==> src/sv/eod_pkg.sv <==
// ----------------------------------------------------------------------------
// eod_pkg
// Shared types, constants and helpers for the Easter offset date unit.
// ----------------------------------------------------------------------------
package eod_pkg;

    localparam int unsigned YEAR_W      = 14;
    localparam int unsigned OFFSET_W    = 8;
    localparam int unsigned DAY_W       = 5;
    localparam int unsigned MONTH_W     = 4;
    localparam int unsigned OPND_W      = 14;  // divider dividend / remainder width
    localparam int unsigned QUOT_W      = 10;  // widest quotient (year / 19)
    localparam int unsigned RECIP_W     = 19;  // reciprocal / divisor operand width
    localparam int unsigned RECIP_SHIFT = 20;  // reciprocals are ceil(2^20 / d)
    localparam int unsigned PROD_W      = OPND_W + RECIP_W;

    localparam logic [OFFSET_W-1:0] MAX_OFFSET = 8'd127;

    // Divisor select codes, one per division of the computus
    localparam logic [2:0] DIV_Y19  = 3'd0;  // a = y % 19
    localparam logic [2:0] DIV_Y100 = 3'd1;  // b = y / 100, c = y % 100
    localparam logic [2:0] DIV_F25  = 3'd2;  // f = (b + 8) / 25
    localparam logic [2:0] DIV_G3   = 3'd3;  // g = (b - f + 1) / 3
    localparam logic [2:0] DIV_H30  = 3'd4;  // h = (...) % 30
    localparam logic [2:0] DIV_L7   = 3'd5;  // l = (...) % 7
    localparam logic [2:0] DIV_M451 = 3'd6;  // m = (...) / 451
    localparam logic [2:0] DIV_B31  = 3'd7;  // month = base / 31, day = base % 31 + 1

    typedef struct packed {
        logic              start;
        logic [2:0]        sel;
        logic [OPND_W-1:0] dividend;
    } cdiv_req_t;

    typedef struct packed {
        logic              done;
        logic [QUOT_W-1:0] quot;
        logic [OPND_W-1:0] rem;
    } cdiv_rsp_t;

    // ceil(2^20 / d): the error term times the largest dividend of each
    // division stays below 2^20, so the shifted product is the exact quotient
    function automatic logic [RECIP_W-1:0] div_recip(input logic [2:0] sel);
        logic [RECIP_W-1:0] r;
        unique case (sel)
            DIV_Y19:  r = 19'd55189;
            DIV_Y100: r = 19'd10486;
            DIV_F25:  r = 19'd41944;
            DIV_G3:   r = 19'd349526;
            DIV_H30:  r = 19'd34953;
            DIV_L7:   r = 19'd149797;
            DIV_M451: r = 19'd2326;
            DIV_B31:  r = 19'd33826;
        endcase
        return r;
    endfunction

    function automatic logic [RECIP_W-1:0] div_const(input logic [2:0] sel);
        logic [RECIP_W-1:0] d;
        unique case (sel)
            DIV_Y19:  d = 19'd19;
            DIV_Y100: d = 19'd100;
            DIV_F25:  d = 19'd25;
            DIV_G3:   d = 19'd3;
            DIV_H30:  d = 19'd30;
            DIV_L7:   d = 19'd7;
            DIV_M451: d = 19'd451;
            DIV_B31:  d = 19'd31;
        endcase
        return d;
    endfunction

    function automatic logic [DAY_W-1:0] month_len(input logic lp,
                                                   input logic [MONTH_W-1:0] mon);
        logic [DAY_W-1:0] len;
        if (mon == 4'd2) begin
            len = lp ? 5'd29 : 5'd28;
        end else if (mon == 4'd4 || mon == 4'd6 || mon == 4'd9 || mon == 4'd11) begin
            len = 5'd30;
        end else begin
            len = 5'd31;
        end
        return len;
    endfunction

endpackage

==> src/sv/easter_offset_date_unit.sv <==
// ----------------------------------------------------------------------------
// easter_offset_date_unit
// Gregorian Easter date plus a signed day offset.
// ----------------------------------------------------------------------------
// Input beats carry a year and a signed day offset; each gives one result
// beat with day, month and the leap flag of that year.
// The computus runs on one shared constant divider: each of the eight
// divisions goes through operand load, reciprocal multiply and remainder,
// and the date of Easter is loaded when the last one is done. The offset
// is then walked one day per cycle, |day_offset| days, at most 127 (-128
// counts as -127). m_tvalid rises once the divider and the day walker are
// through.
// One item is in flight at a time: s_tready is high only while idle, from
// the cycle after the result beat, so the next item waits for the receiver
// to take the result.
// The result sits in the output register with m_tvalid high until the
// receiver takes it; a stall holds it and blocks further input.
// Reset (aresetn low at a clock edge) drops any item in flight and
// returns the unit to idle with m_tvalid low.
// ----------------------------------------------------------------------------
module easter_offset_date_unit (
    input  logic        aclk,
    input  logic        aresetn,
    input  logic        s_tvalid,
    output logic        s_tready,
    input  logic [23:0] s_tdata,   // [13:0] year, [21:14] day_offset, [23:22] zero
    output logic        m_tvalid,
    input  logic        m_tready,
    output logic [15:0] m_tdata    // [4:0] day, [8:5] month, [9] leap, [15:10] zero
);

    localparam logic [1:0] ST_IDLE = 2'd0;
    localparam logic [1:0] ST_DIV  = 2'd1;
    localparam logic [1:0] ST_STEP = 2'd2;
    localparam logic [1:0] ST_OUT  = 2'd3;

    logic [1:0]                      state_reg, state_next;
    logic [2:0]                      phase_reg, phase_next;
    logic [eod_pkg::YEAR_W-1:0]      year_reg, year_next;
    logic                            back_reg, back_next;
    logic [eod_pkg::OFFSET_W-1:0]    cnt_reg, cnt_next;
    logic [4:0]                      a_reg, a_next;
    logic [7:0]                      b_reg, b_next;
    logic [6:0]                      c_reg, c_next;
    logic [4:0]                      h_reg, h_next;
    logic [2:0]                      l_reg, l_next;
    logic                            leap_reg, leap_next;
    logic [eod_pkg::DAY_W-1:0]       day_reg, day_next;
    logic [eod_pkg::MONTH_W-1:0]     mon_reg, mon_next;

    eod_pkg::cdiv_req_t              div_req;
    eod_pkg::cdiv_rsp_t              div_rsp;

    logic [eod_pkg::YEAR_W-1:0]      in_year;
    logic [eod_pkg::OFFSET_W-1:0]    in_off;
    logic [eod_pkg::OFFSET_W-1:0]    in_mag;
    logic [eod_pkg::MONTH_W-1:0]     mon_prev;
    logic [eod_pkg::MONTH_W-1:0]     mon_succ;

    assign in_year  = s_tdata[13:0];
    assign in_off   = s_tdata[21:14];
    assign in_mag   = in_off[7] ? (8'd0 - in_off) : in_off;
    assign mon_prev = (mon_reg == 4'd1)  ? 4'd12 : (mon_reg - 4'd1);
    assign mon_succ = (mon_reg == 4'd12) ? 4'd1  : (mon_reg + 4'd1);

    eod_cdiv u_cdiv (
        .aclk    (aclk),
        .aresetn (aresetn),
        .req     (div_req),
        .rsp     (div_rsp)
    );

    always_comb begin
        state_next = state_reg;
        phase_next = phase_reg;
        year_next  = year_reg;
        back_next  = back_reg;
        cnt_next   = cnt_reg;
        a_next     = a_reg;
        b_next     = b_reg;
        c_next     = c_reg;
        h_next     = h_reg;
        l_next     = l_reg;
        leap_next  = leap_reg;
        day_next   = day_reg;
        mon_next   = mon_reg;
        div_req    = '0;

        unique case (state_reg)
            ST_IDLE: begin
                if (s_tvalid) begin
                    year_next        = in_year;
                    back_next        = in_off[7];
                    cnt_next         = (in_mag > eod_pkg::MAX_OFFSET) ?
                                       eod_pkg::MAX_OFFSET : in_mag;
                    div_req.start    = 1'b1;
                    div_req.sel      = eod_pkg::DIV_Y19;
                    div_req.dividend = in_year;
                    phase_next       = eod_pkg::DIV_Y19;
                    state_next       = ST_DIV;
                end
            end
            ST_DIV: begin
                if (div_rsp.done) begin
                    div_req.start = 1'b1;
                    unique case (phase_reg)
                        eod_pkg::DIV_Y19: begin
                            a_next           = div_rsp.rem[4:0];
                            div_req.sel      = eod_pkg::DIV_Y100;
                            div_req.dividend = year_reg;
                        end
                        eod_pkg::DIV_Y100: begin
                            b_next           = div_rsp.quot[7:0];
                            c_next           = div_rsp.rem[6:0];
                            // divisible by 4 and not 100, or by 400
                            leap_next        = ((year_reg[1:0] == 2'd0) &&
                                                (div_rsp.rem[6:0] != 7'd0)) ||
                                               ((div_rsp.rem[6:0] == 7'd0) &&
                                                (div_rsp.quot[1:0] == 2'd0));
                            div_req.sel      = eod_pkg::DIV_F25;
                            div_req.dividend = 14'(div_rsp.quot[7:0]) + 14'd8;
                        end
                        eod_pkg::DIV_F25: begin
                            div_req.sel      = eod_pkg::DIV_G3;
                            div_req.dividend = 14'(b_reg) - 14'(div_rsp.quot[2:0]) + 14'd1;
                        end
                        eod_pkg::DIV_G3: begin
                            div_req.sel      = eod_pkg::DIV_H30;
                            div_req.dividend = 14'(a_reg) * 14'd19 + 14'(b_reg) + 14'd315
                                               - 14'(b_reg[7:2]) - 14'(div_rsp.quot[5:0]);
                        end
                        eod_pkg::DIV_H30: begin
                            h_next           = div_rsp.rem[4:0];
                            div_req.sel      = eod_pkg::DIV_L7;
                            div_req.dividend = 14'd102 + (14'(b_reg[1:0]) << 1)
                                               + (14'(c_reg[6:2]) << 1)
                                               - 14'(div_rsp.rem[4:0]) - 14'(c_reg[1:0]);
                        end
                        eod_pkg::DIV_L7: begin
                            l_next           = div_rsp.rem[2:0];
                            div_req.sel      = eod_pkg::DIV_M451;
                            div_req.dividend = 14'(a_reg) + 14'(h_reg) * 14'd11
                                               + 14'(div_rsp.rem[2:0]) * 14'd22;
                        end
                        eod_pkg::DIV_M451: begin
                            div_req.sel      = eod_pkg::DIV_B31;
                            div_req.dividend = 14'(h_reg) + 14'(l_reg) + 14'd114
                                               - (div_rsp.quot[0] ? 14'd7 : 14'd0);
                        end
                        eod_pkg::DIV_B31: begin
                            div_req.start = 1'b0;
                            day_next      = div_rsp.rem[4:0] + 5'd1;
                            mon_next      = div_rsp.quot[3:0];
                            state_next    = (cnt_reg == 8'd0) ? ST_OUT : ST_STEP;
                        end
                    endcase
                    phase_next = div_req.sel;
                end
            end
            ST_STEP: begin
                if (back_reg) begin
                    if (day_reg == 5'd1) begin
                        mon_next = mon_prev;
                        day_next = eod_pkg::month_len(leap_reg, mon_prev);
                    end else begin
                        day_next = day_reg - 5'd1;
                    end
                end else begin
                    if (day_reg >= eod_pkg::month_len(leap_reg, mon_reg)) begin
                        mon_next = mon_succ;
                        day_next = 5'd1;
                    end else begin
                        day_next = day_reg + 5'd1;
                    end
                end
                cnt_next = cnt_reg - 8'd1;
                if (cnt_reg == 8'd1) begin
                    state_next = ST_OUT;
                end
            end
            ST_OUT: begin
                if (m_tready) begin
                    state_next = ST_IDLE;
                end
            end
        endcase
    end

    always_ff @(posedge aclk) begin
        if (!aresetn) begin
            state_reg <= ST_IDLE;
            phase_reg <= eod_pkg::DIV_Y19;
            cnt_reg   <= '0;
        end else begin
            state_reg <= state_next;
            phase_reg <= phase_next;
            cnt_reg   <= cnt_next;
        end
        year_reg <= year_next;
        back_reg <= back_next;
        a_reg    <= a_next;
        b_reg    <= b_next;
        c_reg    <= c_next;
        h_reg    <= h_next;
        l_reg    <= l_next;
        leap_reg <= leap_next;
        day_reg  <= day_next;
        mon_reg  <= mon_next;
    end

    assign s_tready = (state_reg == ST_IDLE);
    assign m_tvalid = (state_reg == ST_OUT);
    assign m_tdata  = {6'd0, leap_reg, mon_reg, day_reg};

`ifndef SYNTHESIS
    a_one_in_flight: assert property (@(posedge aclk) disable iff (!aresetn)
        m_tvalid |-> !s_tready)
        else $error("input ready while a result is pending");
    a_done_in_div: assert property (@(posedge aclk) disable iff (!aresetn)
        div_rsp.done |-> state_reg == ST_DIV)
        else $error("divider result outside the computus phase");
    a_step_count: assert property (@(posedge aclk) disable iff (!aresetn)
        state_reg == ST_STEP |-> cnt_reg != 8'd0)
        else $error("day walk with nothing left to step");
    a_date_range: assert property (@(posedge aclk) disable iff (!aresetn)
        m_tvalid |-> (mon_reg >= 4'd1) && (mon_reg <= 4'd12) && (day_reg != 5'd0))
        else $error("result date out of range");
`endif

endmodule

==> src/sv/eod_cdiv.sv <==
// ----------------------------------------------------------------------------
// eod_cdiv
// Shared divider by a selectable constant: reciprocal multiply, then remainder.
// ----------------------------------------------------------------------------
module eod_cdiv (
    input  logic               aclk,
    input  logic               aresetn,
    input  eod_pkg::cdiv_req_t req,
    output eod_pkg::cdiv_rsp_t rsp
);

    localparam logic [1:0] ST_IDLE = 2'd0;
    localparam logic [1:0] ST_MUL  = 2'd1;
    localparam logic [1:0] ST_REM  = 2'd2;

    logic [1:0]                      stage_reg, stage_next;
    logic                            done_reg, done_next;
    logic [2:0]                      sel_reg, sel_next;
    logic [eod_pkg::OPND_W-1:0]      num_reg, num_next;
    logic [eod_pkg::QUOT_W-1:0]      quot_reg, quot_next;
    logic [eod_pkg::OPND_W-1:0]      rem_reg, rem_next;
    logic [eod_pkg::OPND_W-1:0]      mul_a;
    logic [eod_pkg::RECIP_W-1:0]     mul_b;
    logic [eod_pkg::PROD_W-1:0]      prod;

    // one multiplier: dividend by reciprocal, then quotient by divisor
    assign mul_a = (stage_reg == ST_REM) ? 14'(quot_reg) : num_reg;
    assign mul_b = (stage_reg == ST_REM) ? eod_pkg::div_const(sel_reg)
                                         : eod_pkg::div_recip(sel_reg);
    assign prod  = 33'(mul_a) * 33'(mul_b);

    always_comb begin
        stage_next = stage_reg;
        done_next  = 1'b0;
        sel_next   = sel_reg;
        num_next   = num_reg;
        quot_next  = quot_reg;
        rem_next   = rem_reg;
        unique case (stage_reg)
            ST_IDLE: begin
                if (req.start) begin
                    num_next   = req.dividend;
                    sel_next   = req.sel;
                    stage_next = ST_MUL;
                end
            end
            ST_MUL: begin
                quot_next  = prod[eod_pkg::RECIP_SHIFT+eod_pkg::QUOT_W-1:
                                  eod_pkg::RECIP_SHIFT];
                stage_next = ST_REM;
            end
            ST_REM: begin
                rem_next   = num_reg - prod[eod_pkg::OPND_W-1:0];
                done_next  = 1'b1;
                stage_next = ST_IDLE;
            end
            default: begin
                stage_next = ST_IDLE;
            end
        endcase
    end

    always_ff @(posedge aclk) begin
        if (!aresetn) begin
            stage_reg <= ST_IDLE;
            done_reg  <= 1'b0;
        end else begin
            stage_reg <= stage_next;
            done_reg  <= done_next;
        end
        sel_reg  <= sel_next;
        num_reg  <= num_next;
        quot_reg <= quot_next;
        rem_reg  <= rem_next;
    end

    assign rsp.done = done_reg;
    assign rsp.quot = quot_reg;
    assign rsp.rem  = rem_reg;

`ifndef SYNTHESIS
    a_no_start_busy: assert property (@(posedge aclk) disable iff (!aresetn)
        (stage_reg != ST_IDLE) |-> !req.start)
        else $error("divider started while busy");
    a_done_after_rem: assert property (@(posedge aclk) disable iff (!aresetn)
        done_reg |-> $past(stage_reg) == ST_REM)
        else $error("divider done without a finished run");
    a_rem_below_divisor: assert property (@(posedge aclk) disable iff (!aresetn)
        done_reg |-> 19'(rem_reg) < eod_pkg::div_const(sel_reg))
        else $error("divider remainder not below the divisor");
`endif

endmodule

==> config.mk <==
export PLATFORM = sky130hd
export DESIGN_NAME = easter_offset_date_unit
export DESIGN_NICKNAME = d
export VERILOG_FILES = /design/src/sv/eod_pkg.sv /design/src/sv/easter_offset_date_unit.sv /design/src/sv/eod_cdiv.sv
export SDC_FILE = /design/constraint.sdc
export NUM_CORES = 1
export LEC_CHECK = 0
export BUFFER_PORTS_ARGS = -buffer_cell sky130_fd_sc_hd__buf_2
export CAP_MARGIN = 20
export CORE_ASPECT_RATIO = 1.75
export CORE_MARGIN = 1
export CORE_UTILIZATION = 50
export CTS_CLUSTER_SIZE = 28
export DETAILED_ROUTE_END_ITERATION = 8
export GPL_ROUTABILITY_DRIVEN = 0
export PLACE_DENSITY = 0.75
export SYNTH_ARGS = -nofsm -noshare
export SYNTH_HDL_FRONTEND = slang
export SYNTH_HIERARCHICAL = 1
export SYNTH_SLANG_ARGS = --single-unit
==> constraint.sdc <==
create_clock -name aclk -period 17.5 [get_ports aclk]
set_clock_uncertainty 0.2 [all_clocks]
set_input_delay 2.625 -clock aclk [delete_from_list [all_inputs] [get_ports aclk]]
set_output_delay 2.625 -clock aclk [all_outputs]
set_load 0.005 [all_outputs]
==> results of run 1 <==
-- metal layers --
layer | vias up | part of all wire | GRT usage
met2 | 672 | 0.53 | 0.5287
met4 | 0 | 0.098 | 0.2467
met1 | 7036 | 0.32 | 0.2712
li1 | 6404 | - | -
met5 | - | 0 | 0
met3 | 264 | 0.055 | 0.03345
-- worst register-to-register path, stage by stage (launching register included) --
cell and delay (ns):
dfxtp_1 0.35, nand2b_2 0.12, buf_4 0.72, inv_1 0.12, buf_4 0.28, mux2i_1 0.69, nor2_1 0.17, fa_1 0.56
inv_1 0.06, fa_1 0.60, inv_1 0.08, fa_1 0.51, inv_1 0.05, fa_1 0.49, inv_1 0.06, fa_1 0.53
inv_1 0.06, fa_1 0.52, inv_1 0.04, ha_1 0.30, a21oi_1 0.15, o21a_1 0.14, o2bb2ai_1 0.08, nor3_2 0.57
o31ai_2 0.16, a21oi_1 0.30, a21oi_2 0.10, xor2_1 0.14
-- worst paths after layout --
path                       start            endpoint  cells after the start
max reg2reg  u_cdiv/stage_reg[0]  u_cdiv/quot_reg[8]                     27
min            u_cdiv/rem_reg[5]            c_reg[5]                      0
max          u_cdiv/stage_reg[0]  u_cdiv/quot_reg[8]                     27
min reg2reg    u_cdiv/rem_reg[5]            c_reg[5]                      0
-- layout by cell type, fill, tap and decap left out, drive strengths merged, types with 13 or more instances in the layout --
cell type	instances
a21o	23
o211ai	13
nand3	36
or2	15
fa	241
mux2i	22
nor2	121
nand2b	13
xnor2	53
nand2	218
and3	77
ha	205
xor2	30
inv	357
nor2b	27
a21oi	75
dfxtp	41
nor3	16
and2	26
edfxtp	87
buf	48
o21ai	59
clkbuf	22
-- cell type report --
type | instances | area [µm²]
Timing Repair Buffer | 48 | 265.3
Clock buffer | 22 | 539.3
Inverter | 351 | 1318
Fill cell | 3216 | 16580
Multi-Input combinational cell | 1419 | 13110
Tap cell | 470 | 588.1
Sequential cell | 128 | 3433
Clock inverter | 10 | 81.33
-- metrics by stage --
step | std cells | hold WS (ns) | utilization
2_1_floorplan | 1974 | 0.2272 | -
3_3_place_gp | 2415 | 0.2332 | 0.5209
3_5_place_dp | 2416 | 0.2423 | 0.5210
4_1_cts | 2448 | 0.2576 | 0.5383
5_1_grt | 2448 | 0.2666 | 0.5383
6_report | 2448 | 0.2567 | 0.5383
==> flow_summary.ini, run 1 <==
[cts]
cts_root_buffer = clkbuf_16
htree_levels = 4
clockBufferDepth = 2
path_clk_slew_ns = 0.06
postCtsSetupRepairBufs = 0
cts_buffers = 17
clkLatencyLatePin_ns = 0.42
hold_buffers = 0
numClockSinks = 128
cts_tree = done
cts_resized = 0

[placement]
place_area_mm2 = 0.01871
portBuffers = 37
dpl.hpwl_um = 39840
place_ws_ns = 9.257

[setup_path]
crit_required_ns = 17.47
cp.arrival_ns = 8.38
cp_slowest_stage_delay_ns = 0.72
path_buf_inv = 9
crit_path_end_kind = flop
cp_max_fo = 112
cp_top_family = adder cells
cp_common_cell = inv_1
start_kind = flop
ff2ff_setup_slack_ns = 9.10
worstSetupPathType = flop to flop
worst_path_max_delay_cell = buf_4

[global_routing]
grt-ovfl-total = 0
grt_util_all_layers = 0.2819
first_global_vias = 15493
antenna_found_initial = 0
grt_pass1_wl_um = 79900
grt_max_degree = 113

[drt]
routed_wl_um = 50050
ant_nets = 0
wl_per_cell_um = 20.45
firstDrtPassIters = 8
drc = 0
dr_total_vias = 14376
vias_per_cell = 5.873
drtIter0Drc = 917

[finish]
fin_nets = 2439
areaGrowthSynthToFinish_pct = 6.338
final_area_mm2 = 0.01933
drive_above_1_share = 0.06320
diodes = 0

[yosys]
yosys_warnings = 6
syn_inst = 1969
syn_area_mm2 = 0.01818
synth.avg_cell_area_um2 = 9.234

[floorplanning]
fp.dieW_um = 146.1
fp.coreArea_mm2 = 0.03591
dieHeight_um = 254.3
rows = 92
start_util = 0.5062
io_pins = 46
die-area_mm2 = 0.03716

[sta]
fin_ws_ns = 9.098
min_period_ns = 8.403
slew_viol_final = 0
setup_tns_ns = 0
hold_viol = 0
finalSetupViolCount = 0
clock.fmax_mhz = 119.0
tightest_slew_ns = 1.096
fin_crit_sh = 0.4801
slew_headroom = 0.2679
grt_setup_unrepaired = no

[run]
max_cap_viol_count = 0

[status]
status = finished clean

[min_path]
hold_class = flop to flop
Power of run 1 is not shown: default switching activity piles up to over one toggle a cycle in this logic, so the estimate is an artifact.
==> inputs of run 2 (changes only) <==
Settings changed: ABC_AREA set to 1, PLACE_DENSITY 0.75 to 0.78.
Clock period 17.5 ns to 7.1 ns, I/O delays scaled along.
==> run 2 against run 1 <==
Compared with the run above: via count rose by 12%; non-clock buffer count increased by 6; worst hold slack gained 0.0014 ns; worst setup slack got worse by 8.7 ns; final cell count is 20% higher; fmax increased by 25%; die area up 4.5%; critical path type unchanged.
==> flow_summary.ini, run 2 <==
[status]
status = finished clean

[cts]
postCtsSetupRepairBufs = 0
cts_tree = done
clockBufferDepth = 2
hold_buffers = 0
clkLatencyLatePin_ns = 0.44
cts_root_buffer = clkbuf_16
htree_levels = 4
cts_resized = 0
path_clk_slew_ns = 0.07
numClockSinks = 128
cts_buffers = 17

[sta]
grt_setup_unrepaired = no
slew_headroom = 0.2823
min_period_ns = 6.719
finalSetupViolCount = 0
tightest_slew_ns = 1.075
setup_tns_ns = 0
fin_crit_sh = 0.9463
clock.fmax_mhz = 148.8
hold_viol = 0
slew_viol_final = 0

[yosys]
syn_area_mm2 = 0.01900
yosys_warnings = 6
synth.avg_cell_area_um2 = 7.956
syn_inst = 2388

[drt]
dr_total_vias = 16114
ant_nets = 0
wl_per_cell_um = 18.45
drtIter0Drc = 1151
drc = 0
vias_per_cell = 5.507
firstDrtPassIters = 6
routed_wl_um = 53970

[setup_path]
start_kind = flop
crit_start = u_cdiv/stage_reg[1]
timing.rr.end = u_cdiv/quot_reg[0]
ff2ff_setup_slack_ns = 0.38
cp-endpoint = u_cdiv/quot_reg[0]
reg2regPathDepth = 23
timing.rr.start = u_cdiv/stage_reg[1]
crit_path_end_kind = flop
cp.arrival_ns = 6.72
worstSetupPathType = flop to flop
cp_max_fo = 31
crit_required_ns = 7.10

[floorplanning]
io_pins = 46
start_util = 0.5064
fp.dieW_um = 149.4
rows = 94
fp.coreArea_mm2 = 0.03752
dieHeight_um = 259.9
die-area_mm2 = 0.03881

[finish]
diodes = 0
register_area_mm2 = 0.003433
fin_nets = 2907
multi_input_area_mm2 = 0.01327
areaGrowthSynthToFinish_pct = 6.961
final_common_cell = inv_1
drive_above_1_share = 0.08095
final_cell_mix = 514 x inv_1, 492 x nand2_1, 251 x nor2_1
nFillCells = 3304

[global_routing]
grt-ovfl-total = 0
grt_max_degree = 32
first_global_vias = 16760
grt_pass1_wl_um = 84440
antenna_found_initial = 1
grt_util_all_layers = 0.2892

[min_path]
hold_class = flop to flop

[placement]
portBuffers = 37
dpl.hpwl_um = 44580

[run]
max_cap_viol_count = 0
## run 2: worst min path at each step
stage                                 start        to  depth (start not counted)
after global placement    u_cdiv/rem_reg[5]  c_reg[5]                          0
final                     u_cdiv/rem_reg[5]  c_reg[5]                          0
after floorplan           u_cdiv/rem_reg[6]  c_reg[6]                          0
after CTS                 u_cdiv/rem_reg[5]  c_reg[5]                          0
after detailed placement  u_cdiv/rem_reg[6]  c_reg[6]                          0
after global routing      u_cdiv/rem_reg[6]  c_reg[6]                          0
## run 2: cell type report
class / instances / area share
well taps: 480 / 0.02955
flip-flops and latches: 128 / 0.1689
inverters: 551 / 0.1023
clock inverters: 13 / 0.007942
repair buffers: 54 / 0.01539
clock buffers: 19 / 0.02284
multi-input cells: 1681 / 0.6531
## run 2: critical path, cell delays in order, from the launching register on
cell and delay (ns):
dfxtp_1 0.43, nand2_4 0.17, inv_6 0.31, nand2_1 0.10
o21a_1 0.27, inv_1 0.27, nand2_1 0.13, fa_1 0.58
fa_1 0.44, fa_1 0.51, inv_1 0.07, fa_1 0.53
fa_1 0.56, inv_1 0.06, fa_1 0.54, inv_1 0.04
ha_1 0.31, nand2_1 0.11, nor2_1 0.29, inv_1 0.10
nor2_1 0.14, nand4_1 0.12, nand4_1 0.11, nand2_1 0.06
## run 2: through the flow
stage               utilization  worst slack [ns]  hold slack, ns  cell area, µm²  std cells
floorplan                     -             1.279          0.2274           19020       2393
global placement         0.5250            0.5195          0.2287           19700       2894
detailed placement       0.5250            0.4401          0.2474           19700       2894
CTS                      0.5417            0.4031          0.2573           20320       2926
global route             0.5417           0.07094          0.2726           20320       2926
finish                   0.5417            0.3810          0.2581           20320       2926
## run 2: layer usage
layer	track usage	vias to the layer above	wire length (µm)	part of all wire
li1	-	7474	-	-
met1	0.2738	7639	17220	0.32
met2	0.5276	709	28210	0.52
met3	0.04351	290	3137	0.058
met4	0.2630	2	5391	0.10
met5	0	-	12	0.00022
Power of run 2 is left out for the same reason.
